**config.mk**
```make
export PLATFORM = sky130hd
export DESIGN_NAME = color_key_column_centroid
export DESIGN_NICKNAME = d
export VERILOG_FILES = /design/src/rtl/ckcc_pkg.sv /design/src/rtl/ckcc_pixel.sv /design/src/rtl/ckcc_angle.sv /design/src/rtl/color_key_column_centroid.sv
export SDC_FILE = /design/constraint.sdc
export NUM_CORES = 1
export LEC_CHECK = 0
export BUFFER_PORTS_ARGS = -buffer_cell sky130_fd_sc_hd__buf_2
export CAP_MARGIN = 10
export CORE_ASPECT_RATIO = 1.2
export CORE_MARGIN = 5
export CORE_UTILIZATION = 40
export DETAILED_ROUTE_END_ITERATION = 8
export PLACE_DENSITY = 0.66
export SYNTH_ARGS = -nofsm -noshare
export SYNTH_HDL_FRONTEND = slang
export SYNTH_SLANG_ARGS = --single-unit
```
**constraint.sdc**
```tcl
create_clock -name clk_i -period 7.55 [get_ports clk_i]
set_input_delay 1.1325 -clock clk_i [delete_from_list [all_inputs] [get_ports clk_i]]
set_output_delay 1.1325 -clock clk_i [all_outputs]
set_load 0.01 [all_outputs]
```
**src/rtl/ckcc_pkg.sv**
```systemverilog
// Shared types and constants for the color key column centroid block.
`timescale 1ns / 1ps

package ckcc_pkg;

  // Fixed field widths
  localparam int unsigned DIM_CFG_W   = 11;
  localparam int unsigned CHAN_W      = 8;
  localparam int unsigned LIMIT_W     = 10;
  localparam int unsigned FOV_W       = 16;
  localparam int unsigned ANGLE_W     = 16;
  localparam int unsigned COUNT_OUT_W = 21;

  // Stream payload widths
  localparam int unsigned IN_DATA_W   = 3 * CHAN_W;
  localparam int unsigned OUT_BITS    = 1 + ANGLE_W + COUNT_OUT_W;
  localparam int unsigned OUT_DATA_W  = ((OUT_BITS + 7) / 8) * 8;

  // Configuration port
  localparam int unsigned CFG_ADDR_W  = 3;
  localparam int unsigned CFG_DATA_W  = 16;

  typedef enum logic [CFG_ADDR_W-1:0] {
    REG_FRAME_WIDTH  = 3'd0,
    REG_FRAME_HEIGHT = 3'd1,
    REG_VIEW_ANGLE   = 3'd2,
    REG_REF_FIRST    = 3'd3,
    REG_REF_SECOND   = 3'd4,
    REG_REF_THIRD    = 3'd5,
    REG_MATCH_LIMIT  = 3'd6
  } cfg_reg_e;

  // Register reset values
  localparam logic [DIM_CFG_W-1:0] RST_FRAME_WIDTH  = 11'd256;
  localparam logic [DIM_CFG_W-1:0] RST_FRAME_HEIGHT = 11'd128;
  localparam logic [FOV_W-1:0]     RST_VIEW_ANGLE   = 16'd4096;
  localparam logic [CHAN_W-1:0]    RST_REF_FIRST    = 8'd95;
  localparam logic [CHAN_W-1:0]    RST_REF_SECOND   = 8'd187;
  localparam logic [CHAN_W-1:0]    RST_REF_THIRD    = 8'd203;
  localparam logic [LIMIT_W-1:0]   RST_MATCH_LIMIT  = 10'd30;

  // Saturation bounds of the angle
  localparam logic [ANGLE_W-1:0] ANGLE_MIN = 16'h8000;
  localparam logic [ANGLE_W-1:0] ANGLE_MAX = 16'h7FFF;

  // Color key settings seen by the pixel stage
  typedef struct packed {
    logic [CHAN_W-1:0]  ref_first;
    logic [CHAN_W-1:0]  ref_second;
    logic [CHAN_W-1:0]  ref_third;
    logic [LIMIT_W-1:0] limit;
  } ckcc_key_t;

  // One frame result
  typedef struct packed {
    logic                      found;
    logic signed [ANGLE_W-1:0] angle;
    logic [COUNT_OUT_W-1:0]    count;
  } ckcc_result_t;

endpackage

```
**src/rtl/ckcc_pixel.sv**
```systemverilog
// Per-pixel color match, raster position counters and frame accumulators.
`timescale 1ns / 1ps

module ckcc_pixel import ckcc_pkg::*; #(
  parameter int unsigned MAX_WIDTH  = 1024,
  parameter int unsigned MAX_HEIGHT = 1024,
  localparam int unsigned WW   = $clog2(MAX_WIDTH + 1),
  localparam int unsigned HW   = $clog2(MAX_HEIGHT + 1),
  localparam int unsigned CPW  = $clog2(MAX_WIDTH),
  localparam int unsigned CNTW = $clog2(MAX_WIDTH * MAX_HEIGHT + 1),
  localparam int unsigned SW   = CPW + CNTW
) (
  input  logic              clk_i,
  input  logic              rst_ni,
  input  logic              pix_accept_i,
  input  logic [CHAN_W-1:0] chan_first_i,
  input  logic [CHAN_W-1:0] chan_second_i,
  input  logic [CHAN_W-1:0] chan_third_i,
  input  ckcc_key_t         key_i,
  input  logic [WW-1:0]     width_i,
  input  logic [HW-1:0]     height_i,
  output logic              frame_end_o,
  output logic [SW-1:0]     col_sum_o,
  output logic [CNTW-1:0]   match_cnt_o
);

  localparam int unsigned RPW = (MAX_HEIGHT > 1) ? $clog2(MAX_HEIGHT) : 1;

  function automatic logic [CHAN_W-1:0] abs_diff(input logic [CHAN_W-1:0] a,
                                                 input logic [CHAN_W-1:0] b);
    return (a > b) ? a - b : b - a;
  endfunction

  logic [CPW-1:0]     col_q, col_d;
  logic [RPW-1:0]     row_q, row_d;
  logic [SW-1:0]      sum_q, sum_d;
  logic [CNTW-1:0]    cnt_q, cnt_d;
  logic [LIMIT_W-1:0] color_diff;
  logic               match;
  logic               row_end;
  logic               frame_end;
  logic [SW-1:0]      sum_acc;
  logic [CNTW-1:0]    cnt_acc;

  // Sum of absolute channel differences against the key color
  assign color_diff = LIMIT_W'(abs_diff(chan_first_i, key_i.ref_first))
                    + LIMIT_W'(abs_diff(chan_second_i, key_i.ref_second))
                    + LIMIT_W'(abs_diff(chan_third_i, key_i.ref_third));
  assign match = color_diff < key_i.limit;

  // Totals including the current pixel
  assign sum_acc = match ? sum_q + SW'(col_q) : sum_q;
  assign cnt_acc = match ? cnt_q + CNTW'(1) : cnt_q;

  // Row and frame boundaries
  assign row_end   = WW'(col_q) >= (width_i - WW'(1));
  assign frame_end = row_end && (HW'(row_q) >= (height_i - HW'(1)));

  // Advance position and accumulators on each transaction
  always_comb begin
    col_d = col_q;
    row_d = row_q;
    sum_d = sum_q;
    cnt_d = cnt_q;
    if (pix_accept_i) begin
      sum_d = sum_acc;
      cnt_d = cnt_acc;
      if (row_end) begin
        col_d = '0;
        if (frame_end) begin
          row_d = '0;
          sum_d = '0;
          cnt_d = '0;
        end else begin
          row_d = row_q + RPW'(1);
        end
      end else begin
        col_d = col_q + CPW'(1);
      end
    end
  end

  always_ff @(posedge clk_i or negedge rst_ni) begin
    if (!rst_ni) begin
      col_q <= '0;
      row_q <= '0;
      sum_q <= '0;
      cnt_q <= '0;
    end else begin
      col_q <= col_d;
      row_q <= row_d;
      sum_q <= sum_d;
      cnt_q <= cnt_d;
    end
  end

  // Hand the frame totals to the angle sequencer
  assign frame_end_o = pix_accept_i && frame_end;
  assign col_sum_o   = sum_acc;
  assign match_cnt_o = cnt_acc;

endmodule

```
**src/rtl/ckcc_angle.sv**
```systemverilog
// Angle sequencer: shift-add multiply and restoring divide on one shared adder.
`timescale 1ns / 1ps

module ckcc_angle import ckcc_pkg::*; #(
  parameter int unsigned MAX_WIDTH  = 1024,
  parameter int unsigned MAX_HEIGHT = 1024,
  localparam int unsigned WW   = $clog2(MAX_WIDTH + 1),
  localparam int unsigned CPW  = $clog2(MAX_WIDTH),
  localparam int unsigned CNTW = $clog2(MAX_WIDTH * MAX_HEIGHT + 1),
  localparam int unsigned SW   = CPW + CNTW
) (
  input  logic             clk_i,
  input  logic             rst_ni,
  input  logic             start_i,
  input  logic [SW-1:0]    col_sum_i,
  input  logic [CNTW-1:0]  match_cnt_i,
  input  logic [WW-1:0]    width_i,
  input  logic [FOV_W-1:0] fov_i,
  output logic             busy_o,
  output logic             res_valid_o,
  input  logic             res_ready_i,
  output ckcc_result_t     res_o
);

  // Product count*width, and the accumulator that holds the offset numerator
  localparam int unsigned PW  = CNTW + WW;
  localparam int unsigned AW  = PW + ANGLE_W + 3;
  localparam int unsigned MW  = (WW > FOV_W) ? WW : FOV_W;
  localparam int unsigned MCW = $clog2(MW);

  typedef enum logic [3:0] {
    S_IDLE,
    S_MUL_CW,
    S_DIFF,
    S_MUL_FOV,
    S_ADD_P,
    S_ADD_P_HI,
    S_CHECK,
    S_CHECK_HI,
    S_DIV,
    S_DONE
  } state_e;

  state_e             state_q;
  logic [AW-1:0]      acc_q;
  logic [AW-1:0]      opnd_q;
  logic [PW-1:0]      prod_q;
  logic [SW-1:0]      sum_q;
  logic [CNTW-1:0]    cnt_q;
  logic [MW-1:0]      mult_q;
  logic [MCW-1:0]     step_q;
  logic [ANGLE_W-1:0] quo_q;
  ckcc_result_t       res_q;

  logic [AW-1:0]      add_a;
  logic [AW-1:0]      add_b;
  logic               add_sub;
  logic [AW-1:0]      add_sum;
  logic               add_neg;

  // Shared add/subtract unit, operands picked by state
  always_comb begin
    add_a   = acc_q;
    add_b   = opnd_q;
    add_sub = 1'b0;
    case (state_q)
      S_MUL_CW, S_MUL_FOV: begin
        add_a = {acc_q[AW-2:0], 1'b0};
        add_b = mult_q[MW-1] ? opnd_q : '0;
      end
      S_DIFF: begin
        add_a   = AW'({sum_q, 1'b0});
        add_b   = AW'(prod_q);
        add_sub = 1'b1;
      end
      S_ADD_P: begin
        add_b = AW'(prod_q);
      end
      S_ADD_P_HI: begin
        add_b = AW'({prod_q, {ANGLE_W{1'b0}}});
      end
      S_CHECK_HI, S_DIV: begin
        add_sub = 1'b1;
      end
      default: ;
    endcase
    add_sum = add_a + (add_sub ? ~add_b : add_b) + AW'(add_sub);
  end

  assign add_neg = add_sum[AW-1];

  // Sequencer
  always_ff @(posedge clk_i or negedge rst_ni) begin
    if (!rst_ni) begin
      state_q <= S_IDLE;
      acc_q   <= '0;
      opnd_q  <= '0;
      prod_q  <= '0;
      sum_q   <= '0;
      cnt_q   <= '0;
      mult_q  <= '0;
      step_q  <= '0;
      quo_q   <= '0;
      res_q   <= '0;
    end else begin
      case (state_q)
        S_IDLE: begin
          if (start_i) begin
            sum_q <= col_sum_i;
            cnt_q <= match_cnt_i;
            if (match_cnt_i == '0) begin
              res_q   <= '0;
              state_q <= S_DONE;
            end else begin
              acc_q   <= '0;
              opnd_q  <= AW'(match_cnt_i);
              mult_q  <= MW'(width_i);
              step_q  <= MCW'(MW - 1);
              state_q <= S_MUL_CW;
            end
          end
        end
        // count * width, MSB first
        S_MUL_CW: begin
          acc_q  <= add_sum;
          prod_q <= add_sum[PW-1:0];
          mult_q <= {mult_q[MW-2:0], 1'b0};
          step_q <= step_q - MCW'(1);
          if (step_q == '0) begin
            state_q <= S_DIFF;
          end
        end
        // 2*sum - count*width becomes the multiplicand
        S_DIFF: begin
          opnd_q  <= add_sum;
          acc_q   <= '0;
          mult_q  <= MW'(fov_i);
          step_q  <= MCW'(MW - 1);
          state_q <= S_MUL_FOV;
        end
        // fov * difference, signed in two's complement
        S_MUL_FOV: begin
          acc_q  <= add_sum;
          mult_q <= {mult_q[MW-2:0], 1'b0};
          step_q <= step_q - MCW'(1);
          if (step_q == '0) begin
            state_q <= S_ADD_P;
          end
        end
        // Add half the divisor for rounding
        S_ADD_P: begin
          acc_q   <= add_sum;
          state_q <= S_ADD_P_HI;
        end
        // Offset the quotient by half its range so it stays unsigned
        S_ADD_P_HI: begin
          acc_q   <= add_sum;
          state_q <= S_CHECK;
        end
        // Below the range: saturate low
        S_CHECK: begin
          if (acc_q[AW-1]) begin
            res_q   <= '{found: 1'b1, angle: ANGLE_MIN, count: COUNT_OUT_W'(cnt_q)};
            state_q <= S_DONE;
          end else begin
            opnd_q  <= AW'({prod_q, {(ANGLE_W + 1){1'b0}}});
            state_q <= S_CHECK_HI;
          end
        end
        // Above the range: saturate high
        S_CHECK_HI: begin
          if (!add_neg) begin
            res_q   <= '{found: 1'b1, angle: ANGLE_MAX, count: COUNT_OUT_W'(cnt_q)};
            state_q <= S_DONE;
          end else begin
            opnd_q  <= AW'({prod_q, {ANGLE_W{1'b0}}});
            quo_q   <= '0;
            step_q  <= MCW'(ANGLE_W - 1);
            state_q <= S_DIV;
          end
        end
        // Restoring divide, one quotient bit per cycle
        S_DIV: begin
          if (!add_neg) begin
            acc_q <= add_sum;
          end
          quo_q  <= {quo_q[ANGLE_W-2:0], ~add_neg};
          opnd_q <= {1'b0, opnd_q[AW-1:1]};
          step_q <= step_q - MCW'(1);
          if (step_q == '0) begin
            res_q   <= '{found: 1'b1,
                         angle: {~quo_q[ANGLE_W-2], quo_q[ANGLE_W-3:0], ~add_neg},
                         count: COUNT_OUT_W'(cnt_q)};
            state_q <= S_DONE;
          end
        end
        // Hold the result until the output stage takes it
        S_DONE: begin
          if (res_ready_i) begin
            state_q <= S_IDLE;
          end
        end
        default: begin
          state_q <= S_IDLE;
        end
      endcase
    end
  end

  assign busy_o      = state_q != S_IDLE;
  assign res_valid_o = state_q == S_DONE;
  assign res_o       = res_q;

endmodule

```
**src/rtl/color_key_column_centroid.sv**
```systemverilog
// Top level of the color key column centroid block.
`timescale 1ns / 1ps

// Color key column centroid. Pixels stream in raster order, one per clock,
// packed as first, second and third color byte from the low bits up. A pixel
// matches when the summed absolute difference from the reference color is
// below match_limit; matched columns and the match count are summed over the
// frame. After the last pixel of a frame one result leaves on the master
// stream: found, the steering angle (mean column / width - 0.5) * fov in
// signed Q4.12 (rounded, saturated), and the match count. While the result is
// computed the slave side is not ready: the end-of-frame work runs on one
// shared adder, a multiply of count by width and of fov by the offset sum,
// then a 16-step divide; a frame with no match skips the arithmetic. A
// finished result moves into the output register; the slave side stays not
// ready beyond that only while an earlier result still waits there untaken.
// Registers are written over the plain write port; frame dimensions of zero
// act as one and values above MAX_WIDTH or MAX_HEIGHT act as the maximum.
module color_key_column_centroid import ckcc_pkg::*; #(
  parameter int unsigned MAX_WIDTH  = 1024,
  parameter int unsigned MAX_HEIGHT = 1024
) (
  input  logic                  clk_i,
  input  logic                  rst_ni,
  // Configuration write port
  input  logic                  cfg_we_i,
  input  logic [CFG_ADDR_W-1:0] cfg_addr_i,
  input  logic [CFG_DATA_W-1:0] cfg_data_i,
  // Pixel stream
  input  logic                  s_axis_tvalid,
  output logic                  s_axis_tready,
  input  logic [IN_DATA_W-1:0]  s_axis_tdata,  // chan_first, chan_second, chan_third
  // Result stream
  output logic                  m_axis_tvalid,
  input  logic                  m_axis_tready,
  output logic [OUT_DATA_W-1:0] m_axis_tdata   // found, steer_angle_q12, matched_pixels
);

  localparam int unsigned WW    = $clog2(MAX_WIDTH + 1);
  localparam int unsigned HW    = $clog2(MAX_HEIGHT + 1);
  localparam int unsigned CPW   = $clog2(MAX_WIDTH);
  localparam int unsigned CNTW  = $clog2(MAX_WIDTH * MAX_HEIGHT + 1);
  localparam int unsigned SW    = CPW + CNTW;
  localparam int unsigned WCMPW = (WW > DIM_CFG_W) ? WW : DIM_CFG_W;
  localparam int unsigned HCMPW = (HW > DIM_CFG_W) ? HW : DIM_CFG_W;

  logic [DIM_CFG_W-1:0] frame_width_q;
  logic [DIM_CFG_W-1:0] frame_height_q;
  logic [FOV_W-1:0]     view_angle_q;
  ckcc_key_t            key_q;

  logic [WW-1:0]        width_c;
  logic [HW-1:0]        height_c;
  logic                 pix_accept;
  logic                 frame_end;
  logic [SW-1:0]        col_sum;
  logic [CNTW-1:0]      match_cnt;
  logic                 busy;
  logic                 res_valid;
  logic                 res_ready;
  ckcc_result_t         res;

  logic                 out_valid_q;
  ckcc_result_t         out_data_q;

  // Configuration registers
  always_ff @(posedge clk_i or negedge rst_ni) begin
    if (!rst_ni) begin
      frame_width_q    <= RST_FRAME_WIDTH;
      frame_height_q   <= RST_FRAME_HEIGHT;
      view_angle_q     <= RST_VIEW_ANGLE;
      key_q.ref_first  <= RST_REF_FIRST;
      key_q.ref_second <= RST_REF_SECOND;
      key_q.ref_third  <= RST_REF_THIRD;
      key_q.limit      <= RST_MATCH_LIMIT;
    end else if (cfg_we_i) begin
      case (cfg_reg_e'(cfg_addr_i))
        REG_FRAME_WIDTH:  frame_width_q    <= cfg_data_i[DIM_CFG_W-1:0];
        REG_FRAME_HEIGHT: frame_height_q   <= cfg_data_i[DIM_CFG_W-1:0];
        REG_VIEW_ANGLE:   view_angle_q     <= cfg_data_i[FOV_W-1:0];
        REG_REF_FIRST:    key_q.ref_first  <= cfg_data_i[CHAN_W-1:0];
        REG_REF_SECOND:   key_q.ref_second <= cfg_data_i[CHAN_W-1:0];
        REG_REF_THIRD:    key_q.ref_third  <= cfg_data_i[CHAN_W-1:0];
        REG_MATCH_LIMIT:  key_q.limit      <= cfg_data_i[LIMIT_W-1:0];
        default: ;
      endcase
    end
  end

  // Clamp frame dimensions to [1, max]
  always_comb begin
    if (frame_width_q == '0) begin
      width_c = WW'(1);
    end else if (WCMPW'(frame_width_q) > WCMPW'(MAX_WIDTH)) begin
      width_c = WW'(MAX_WIDTH);
    end else begin
      width_c = WW'(frame_width_q);
    end
    if (frame_height_q == '0) begin
      height_c = HW'(1);
    end else if (HCMPW'(frame_height_q) > HCMPW'(MAX_HEIGHT)) begin
      height_c = HW'(MAX_HEIGHT);
    end else begin
      height_c = HW'(frame_height_q);
    end
  end

  assign s_axis_tready = !busy;
  assign pix_accept    = s_axis_tvalid && s_axis_tready;

  ckcc_pixel #(
    .MAX_WIDTH  (MAX_WIDTH),
    .MAX_HEIGHT (MAX_HEIGHT)
  ) u_pixel (
    .clk_i         (clk_i),
    .rst_ni        (rst_ni),
    .pix_accept_i  (pix_accept),
    .chan_first_i  (s_axis_tdata[CHAN_W-1:0]),
    .chan_second_i (s_axis_tdata[2*CHAN_W-1:CHAN_W]),
    .chan_third_i  (s_axis_tdata[3*CHAN_W-1:2*CHAN_W]),
    .key_i         (key_q),
    .width_i       (width_c),
    .height_i      (height_c),
    .frame_end_o   (frame_end),
    .col_sum_o     (col_sum),
    .match_cnt_o   (match_cnt)
  );

  ckcc_angle #(
    .MAX_WIDTH  (MAX_WIDTH),
    .MAX_HEIGHT (MAX_HEIGHT)
  ) u_angle (
    .clk_i       (clk_i),
    .rst_ni      (rst_ni),
    .start_i     (frame_end),
    .col_sum_i   (col_sum),
    .match_cnt_i (match_cnt),
    .width_i     (width_c),
    .fov_i       (view_angle_q),
    .busy_o      (busy),
    .res_valid_o (res_valid),
    .res_ready_i (res_ready),
    .res_o       (res)
  );

  // Output register: load when empty or being drained
  assign res_ready = !out_valid_q || m_axis_tready;

  always_ff @(posedge clk_i or negedge rst_ni) begin
    if (!rst_ni) begin
      out_valid_q <= 1'b0;
      out_data_q  <= '0;
    end else if (res_valid && res_ready) begin
      out_valid_q <= 1'b1;
      out_data_q  <= res;
    end else if (m_axis_tready) begin
      out_valid_q <= 1'b0;
    end
  end

  assign m_axis_tvalid = out_valid_q;
  assign m_axis_tdata  = OUT_DATA_W'({out_data_q.count, out_data_q.angle, out_data_q.found});

endmodule

```
* Word-level counts from Yosys, hierarchy flattened
Index checks and enable logic that the tools add are counted.
Operators by class: $add $sub $neg 17, multiply operators 0, divide/modulo/power cells 0, magnitude comparators 8, equal/unequal tests 27, shift-type cells 0, muxes and demuxes 55, bitwise operators 3, reductions and logical operators 42
Operators with widths (number):
- 2-to-1 mux 51 bit | 9
- one-hot mux 51 bit (5 select lines) | 1
- one-hot mux 51 bit (4 select lines) | 1
- 2-to-1 mux 38 bit | 5
- one-hot mux 51 bit (3 select lines) | 1
- one-hot mux 38 bit (4 select lines) | 1
- one-hot mux 51 bit (2 select lines) | 1
- 2-to-1 mux 31 bit | 3
- 2-to-1 mux 21 bit | 3
- adder 51 x 1 -> 51 bit | 1
- adder 51 bit | 1
- NOT 51 bit | 1
- one-hot mux 16 bit (3 select lines) | 1
- subtractor 8 bit | 6
- 2-to-1 mux 11 bit | 4
- 2-to-1 mux 4 bit | 10
- one-hot mux 4 bit (10 select lines) | 1
- 2-to-1 mux 16 bit | 2
- adder 31 x 10 -> 31 bit | 1
- one-hot mux 15 bit (2 select lines) | 1
- > comparator 8 bit | 3
- 2-to-1 mux 8 bit | 3
- greater-or-equal comparator 10 x 11 -> 1 bit | 2
- > comparator 11 bit, second input constant | 2
- other kinds (40) | 88
Word-level totals: bits in registers 446, latch bits 0, memory bits (writable) 0, bits in read-only memories 0, input port bits 48, output and inout port bits 42, logic and storage cells 179, memories 0

* Longest topological paths before layout
depth in word-level cells 10, gate-level depth with buffers 39, depth with buffers taken out 36

* Hierarchy
A second synthesis with hierarchy kept.
Second synthesis, totals: cells, all modules 3009, area total of the unflattened synthesis 28881.4 sq um
By module, submodules not included:
- ckcc_angle | times used 1, cells an instance 1687, area each 15936.5 sq um, sequential area each 6581.3 sq um
- ckcc_pixel | times used 1, cells an instance 1040, area each 8530.7 sq um, sequential area each 1801.7 sq um
- color_key_column_centroid | times used 1, cells an instance 282, area each 4414.2 sq um, sequential area each 2807.7 sq um

* Worst setup path before layout
OpenSTA, ideal clock, no wires.
path kind input to register, start in s_axis_tdata[8], end reg u_angle.opnd_q[1], setup time 0.127 ns, arrival 8.156 ns, required time 7.423 ns, slack -0.734 ns, stages 34, path buffers 2, cells stage by stage inv_1 ha_1 inv_1 fa_1 a21o_1 a21o_1 a21oi_1 o21ai_0 a21oi_1 nor2_1 mux2_2 inv_1 fa_1 inv_1 fa_1 a21o_1 a21oi_1 o21bai_1 a21oi_1 o21bai_1 a21oi_1 xnor2_1 ha_1 a21oi_1 o211ai_1 a311oi_1 mux2i_1 nand2_1 or4_4 o21ai_2 a2111o_1 buf_2 buf_4 mux2_1
Between the ends: word-level cells in the longest chain between the ends 9, elaborated cells between the ends (all ways) 14, those cells by class add/sub: 4; order compare: 2; eq/ne: 1; mux: 5; reduce/logical: 2
Ends and longest elaborated chain:
- from (decl) | RTL line color_key_column_centroid.sv:31 | input logic [IN_DATA_W-1:0] s_axis_tdata,
- subtractor 8 bit or > comparator 8 bit (tied branches) | RTL line ckcc_pixel.sv:31 | return (a > b) ? a - b : b - a;
- 2-to-1 mux 8 bit * | RTL line ckcc_pixel.sv:31
- adder 8 x 8 -> 9 bit * | RTL line ckcc_pixel.sv:47 | + LIMIT_W'(abs_diff(chan_second_i, key_i.ref_second))
- adder 10 x 8 -> 10 bit * | RTL line ckcc_pixel.sv:48 | + LIMIT_W'(abs_diff(chan_third_i, key_i.ref_third));
- < comparator 10 bit * | RTL line ckcc_pixel.sv:49 | assign match = color_diff < key_i.limit;
- 2-to-1 mux 21 bit * | RTL line ckcc_pixel.sv:53 | assign cnt_acc = match ? cnt_q + CNTW'(1) : cnt_q;
- zero test 21 bit or 2-to-1 mux 51 bit (tied branches) | RTL line ckcc_angle.sv:111 | if (match_cnt_i == '0) begin
- != test 2 bit (no source line) or 2-to-1 mux 51 bit (tied branches)
- AND reduction 5 bit (no source line) or one-hot mux 51 bit (5 select lines) (tied branches)
- to (signal assigned) | RTL line ckcc_angle.sv:116 | opnd_q <= AW'(match_cnt_i);
- to (signal assigned) | RTL line ckcc_angle.sv:135 | opnd_q <= add_sum;
- to (signal assigned) | RTL line ckcc_angle.sv:166 | opnd_q <= AW'({prod_q, {(ANGLE_W + 1){1'b0}}});
- to (decl) | RTL line ckcc_angle.sv:46 | logic [AW-1:0] opnd_q;
Every way passes the cells marked *; elsewhere a longest branch is shown, timed or not. The select of a mux whose other input is x is not followed. A chain may end at the register's enable or synchronous reset.

* Final worst setup path
start in s_axis_tdata[0], end reg u_angle.opnd_q[1]
Same word-level chain as after synthesis.

==> results_dict.tcl <==
set metrics [dict create \
    area_growth_syn_to_layout_pct 17.4 \
    syn_area_um2 28700 \
    syn_inst 3052 \
    place_hpwl_mm 55.2 \
    drcViolationCount 3 \
    holdPathEnd "u_angle.sum_q[8]" \
    yosysUniqueCellTypes 100 \
    synth_edf_count 0 \
    power_density_nw_per_um2 543 \
    yosys-top-cells-count "422 x dfrtp_1, 361 x nand2_1, 298 x o21ai_0, 160 x nor2_1, 155 x ha_1" \
    cp_slowest_cell "a2111o_2" \
    finalSetupViolCount 1 \
    grt_pass1_vias 23685 \
    port_buffers 87 \
    num_vias 24004 \
    async_flop_share_pct 100 \
    crit_fanout 8 \
    grt_pass1_wl_mm 126 \
    max_freq_mhz 132 \
    die_w_um 254 \
    groute.usage.overall_pct 19.8 \
    viasPerCell 5.77 \
    layout_setup_ws_ns -0.00698 \
    timing.hold.ws_ns 0.470 \
    startpoint_type "input port" \
    final_util_pct 47.4 \
    wl_per_cell_um 19.2 \
    cts_tree "done" \
    finalHoldViolCount 0 \
    syn_area_per_cell_um2 9.39 \
    synth_top_flop_cell "dfrtp_1" \
    n_fill_cell 6699 \
    numCtsBuffers 51 \
    clockBufferDepth 3 \
    cts_root_buffer "clkbuf_16" \
    synth_warnings 0 \
    ant_nets 0 \
    core_um2 71100 \
    min_period_ns 7.56 \
    cts.sinks 446 \
    dieArea_um2 77100 \
    worstPathArrival_ns 8.07 \
    ys_seq_elements 446 \
    top_layer "met5" \
    ir_drop_uv 670 \
    critPathBufInv 10 \
    tightestPinTransition_ns 1.07 \
    routed_wirelength_mm 79.9 \
    relSlewSlack_pct 28.2 \
    drtIter0Drc 2045 \
    hold_path.startpoint "u_angle.sum_q[8]" \
    period_share_pct 100 \
    reg2regPathDepth 39 \
    yosysMostFrequentCell "dfrtp_1" \
    crit_required_ns 8.06 \
    antenna_found_initial 3 \
    drv_slew 0 \
    critical-path-max-stage-delay_ns 0.59 \
    dpl-instance-area_um2 31000 \
    drive_above_1_share_pct 23.5 \
    rsz0062_at_grt "yes" \
    synth_top_area_share_pct 36.8 \
    path_class "in -> reg" \
    r2r-start "key_q[26]" \
    crit_family "compound AO/OA/AOI/OAI gates" \
    ctsHtreeMaxLevel 2 \
    synth_area_leaders "dfrtp_1 37%, ha_1 6.8%, o21ai_0 5.2%, mux2_2 4.9%, nand2_1 4.7%" \
    dr.pass1.iters 9 \
    hold_depth 2 \
    synth_top_area_cell "dfrtp_1" \
    timing.rr.end "u_angle.opnd_q[1]" \
    violations "design-rule violations, negative setup slack" \
    grt_max_degree 164 \
    io_pins 90 \
    p_total_w 0.0183 \
    rows 107 \
    fp.dieH_um 303 \
    seq_area_frac_synth_pct 39.0 \
    layout.nets 3411 \
    overflow 0 \
    clk_pin_slew_ns 0.06 \
    gp_congestion 0.941 \
    leakage_nw 15.0 \
    status "complete, but fails checks" \
    end_kind "flip-flop" \
    maxCapViolCount 0 \
    min_path_type "reg -> reg" \
    start_util_pct 40.3 \
    diodes 0 \
    wl_met2_mm 39.5 \
    wl_met1_mm 32.5 \
    wl_met3_mm 4.39 \
    insertion_delay_ns 0.63 \
    skew_ns 0.0287 \
    regToRegSetupSlack_ns 0.10 \
    final_area_um2 33700 \
]
==> state kept, by name, summed over array words and instances (netlist names), 21 cells and up <==
name,count
u_angle.cnt_q,21
u_angle.acc_q,51
u_angle.sum_q,31
u_angle.res_o,38
u_pixel.cnt_q,21
u_angle.prod_q,32
m_axis_tdata,38
u_angle.opnd_q,51
u_pixel.sum_q,31
key_q,34
==> placed cells by master, fill, tap and decap left out, drive strengths merged, types with 16 or more instances in the layout <==
cell and n:
a22o 71, o21ai 340, nor2 160, dfstp 24
a31oi 58, a21o 42, nand4 26, and3 20
xnor2 79, a21oi 151, o31ai 34, xor2 118
dfrtp 422, buf 273, nand3 39, or3 16
nand2b 21, a22oi 78, inv 118, o21bai 20
ha 155, a222oi 54, nor3 43, nand2 361
nor2b 53, mux2 164, clkbuf 83
==> layout make-up <==
class	count	area, um2	share of cell area [%]
clock buffer	73	1480	4.39
multi-input combinational	2299	16800	49.8
tap	926	1160	3.44
timing repair buffer	283	2320	6.90
sequential	446	11200	33.2
clock inverter	19	273	0.810
inverter	117	459	1.36
==> routing by layer <==
metal,track usage [%],vias up
li1,-,11378
met1,24.4,11676
met2,34.5,752
met3,2.80,192
met4,8.45,6
met5,0,-
==> worst min-delay path, stage by stage, from the launching register on <==
cell and delay, ns:
dfrtp_1 0.34, nand2_1 0.05, nand2_1 0.05
==> metrics by stage <==
stage          setup TNS, ns  cells  setup WS, ns
6_report            -0.00698   4163      -0.00698
2_1_floorplan         -18.89   3053        -0.287
3_5_place_dp          -88.18   4036        -0.657
5_1_grt               -45.04   4163        -0.366
4_1_cts                    0   4128        0.0142
3_3_place_gp          -73.43   4036        -0.544
==> power breakdown <==
group | switching (W) | internal, W | leakage (nW)
Combinational | 0.00695 | 0.00523 | 8.23
Clock | 0.00107 | 0.00151 | 0.856
Sequential | 0.000573 | 0.00295 | 5.88
==> logic make-up (layout without fill, tap and decap cells) <==
family                   Yosys count  in the layout  share of synthesized area, %
adder cells (fa/ha/maj)          165            165                          7.46
AND/OR/NAND/NOR                  799            799                          13.1
XOR/XNOR                         197            197                          6.02
other                              1              2                        0.0131
flip-flops                       446            446                          39.0
AO/OA/AOI/OAI                    957            957                          22.5
multiplexers                     179            179                          7.36
buffers and inverters            308            492                          4.49
==> how the worst max path moves through the flow <==
stage,from,depth (start not counted),slack [ns],end
floorplan,s_axis_tdata[0],37,-0.29,u_angle.acc_q[0]
global placement,s_axis_tdata[0],41,-0.54,u_angle.opnd_q[38]
detailed placement,s_axis_tdata[0],38,-0.66,u_angle.opnd_q[40]
CTS,s_axis_tdata[0],34,0.01,u_angle.acc_q[17]
global route,s_axis_tdata[0],41,-0.37,u_angle.opnd_q[1]
finish,s_axis_tdata[0],41,-0.007,u_angle.opnd_q[1]
==> repair_timing <==
action | in CTS | in global routing
resized for setup | 0 | 117
buffers inserted | 0 | 17
hold buffers | 0 | 0
pin swaps | 1 | 34
gates cloned | 0 | 18
endpoints found under the setup margin | 14 | 171
Power figures use the tool's default switching activity.
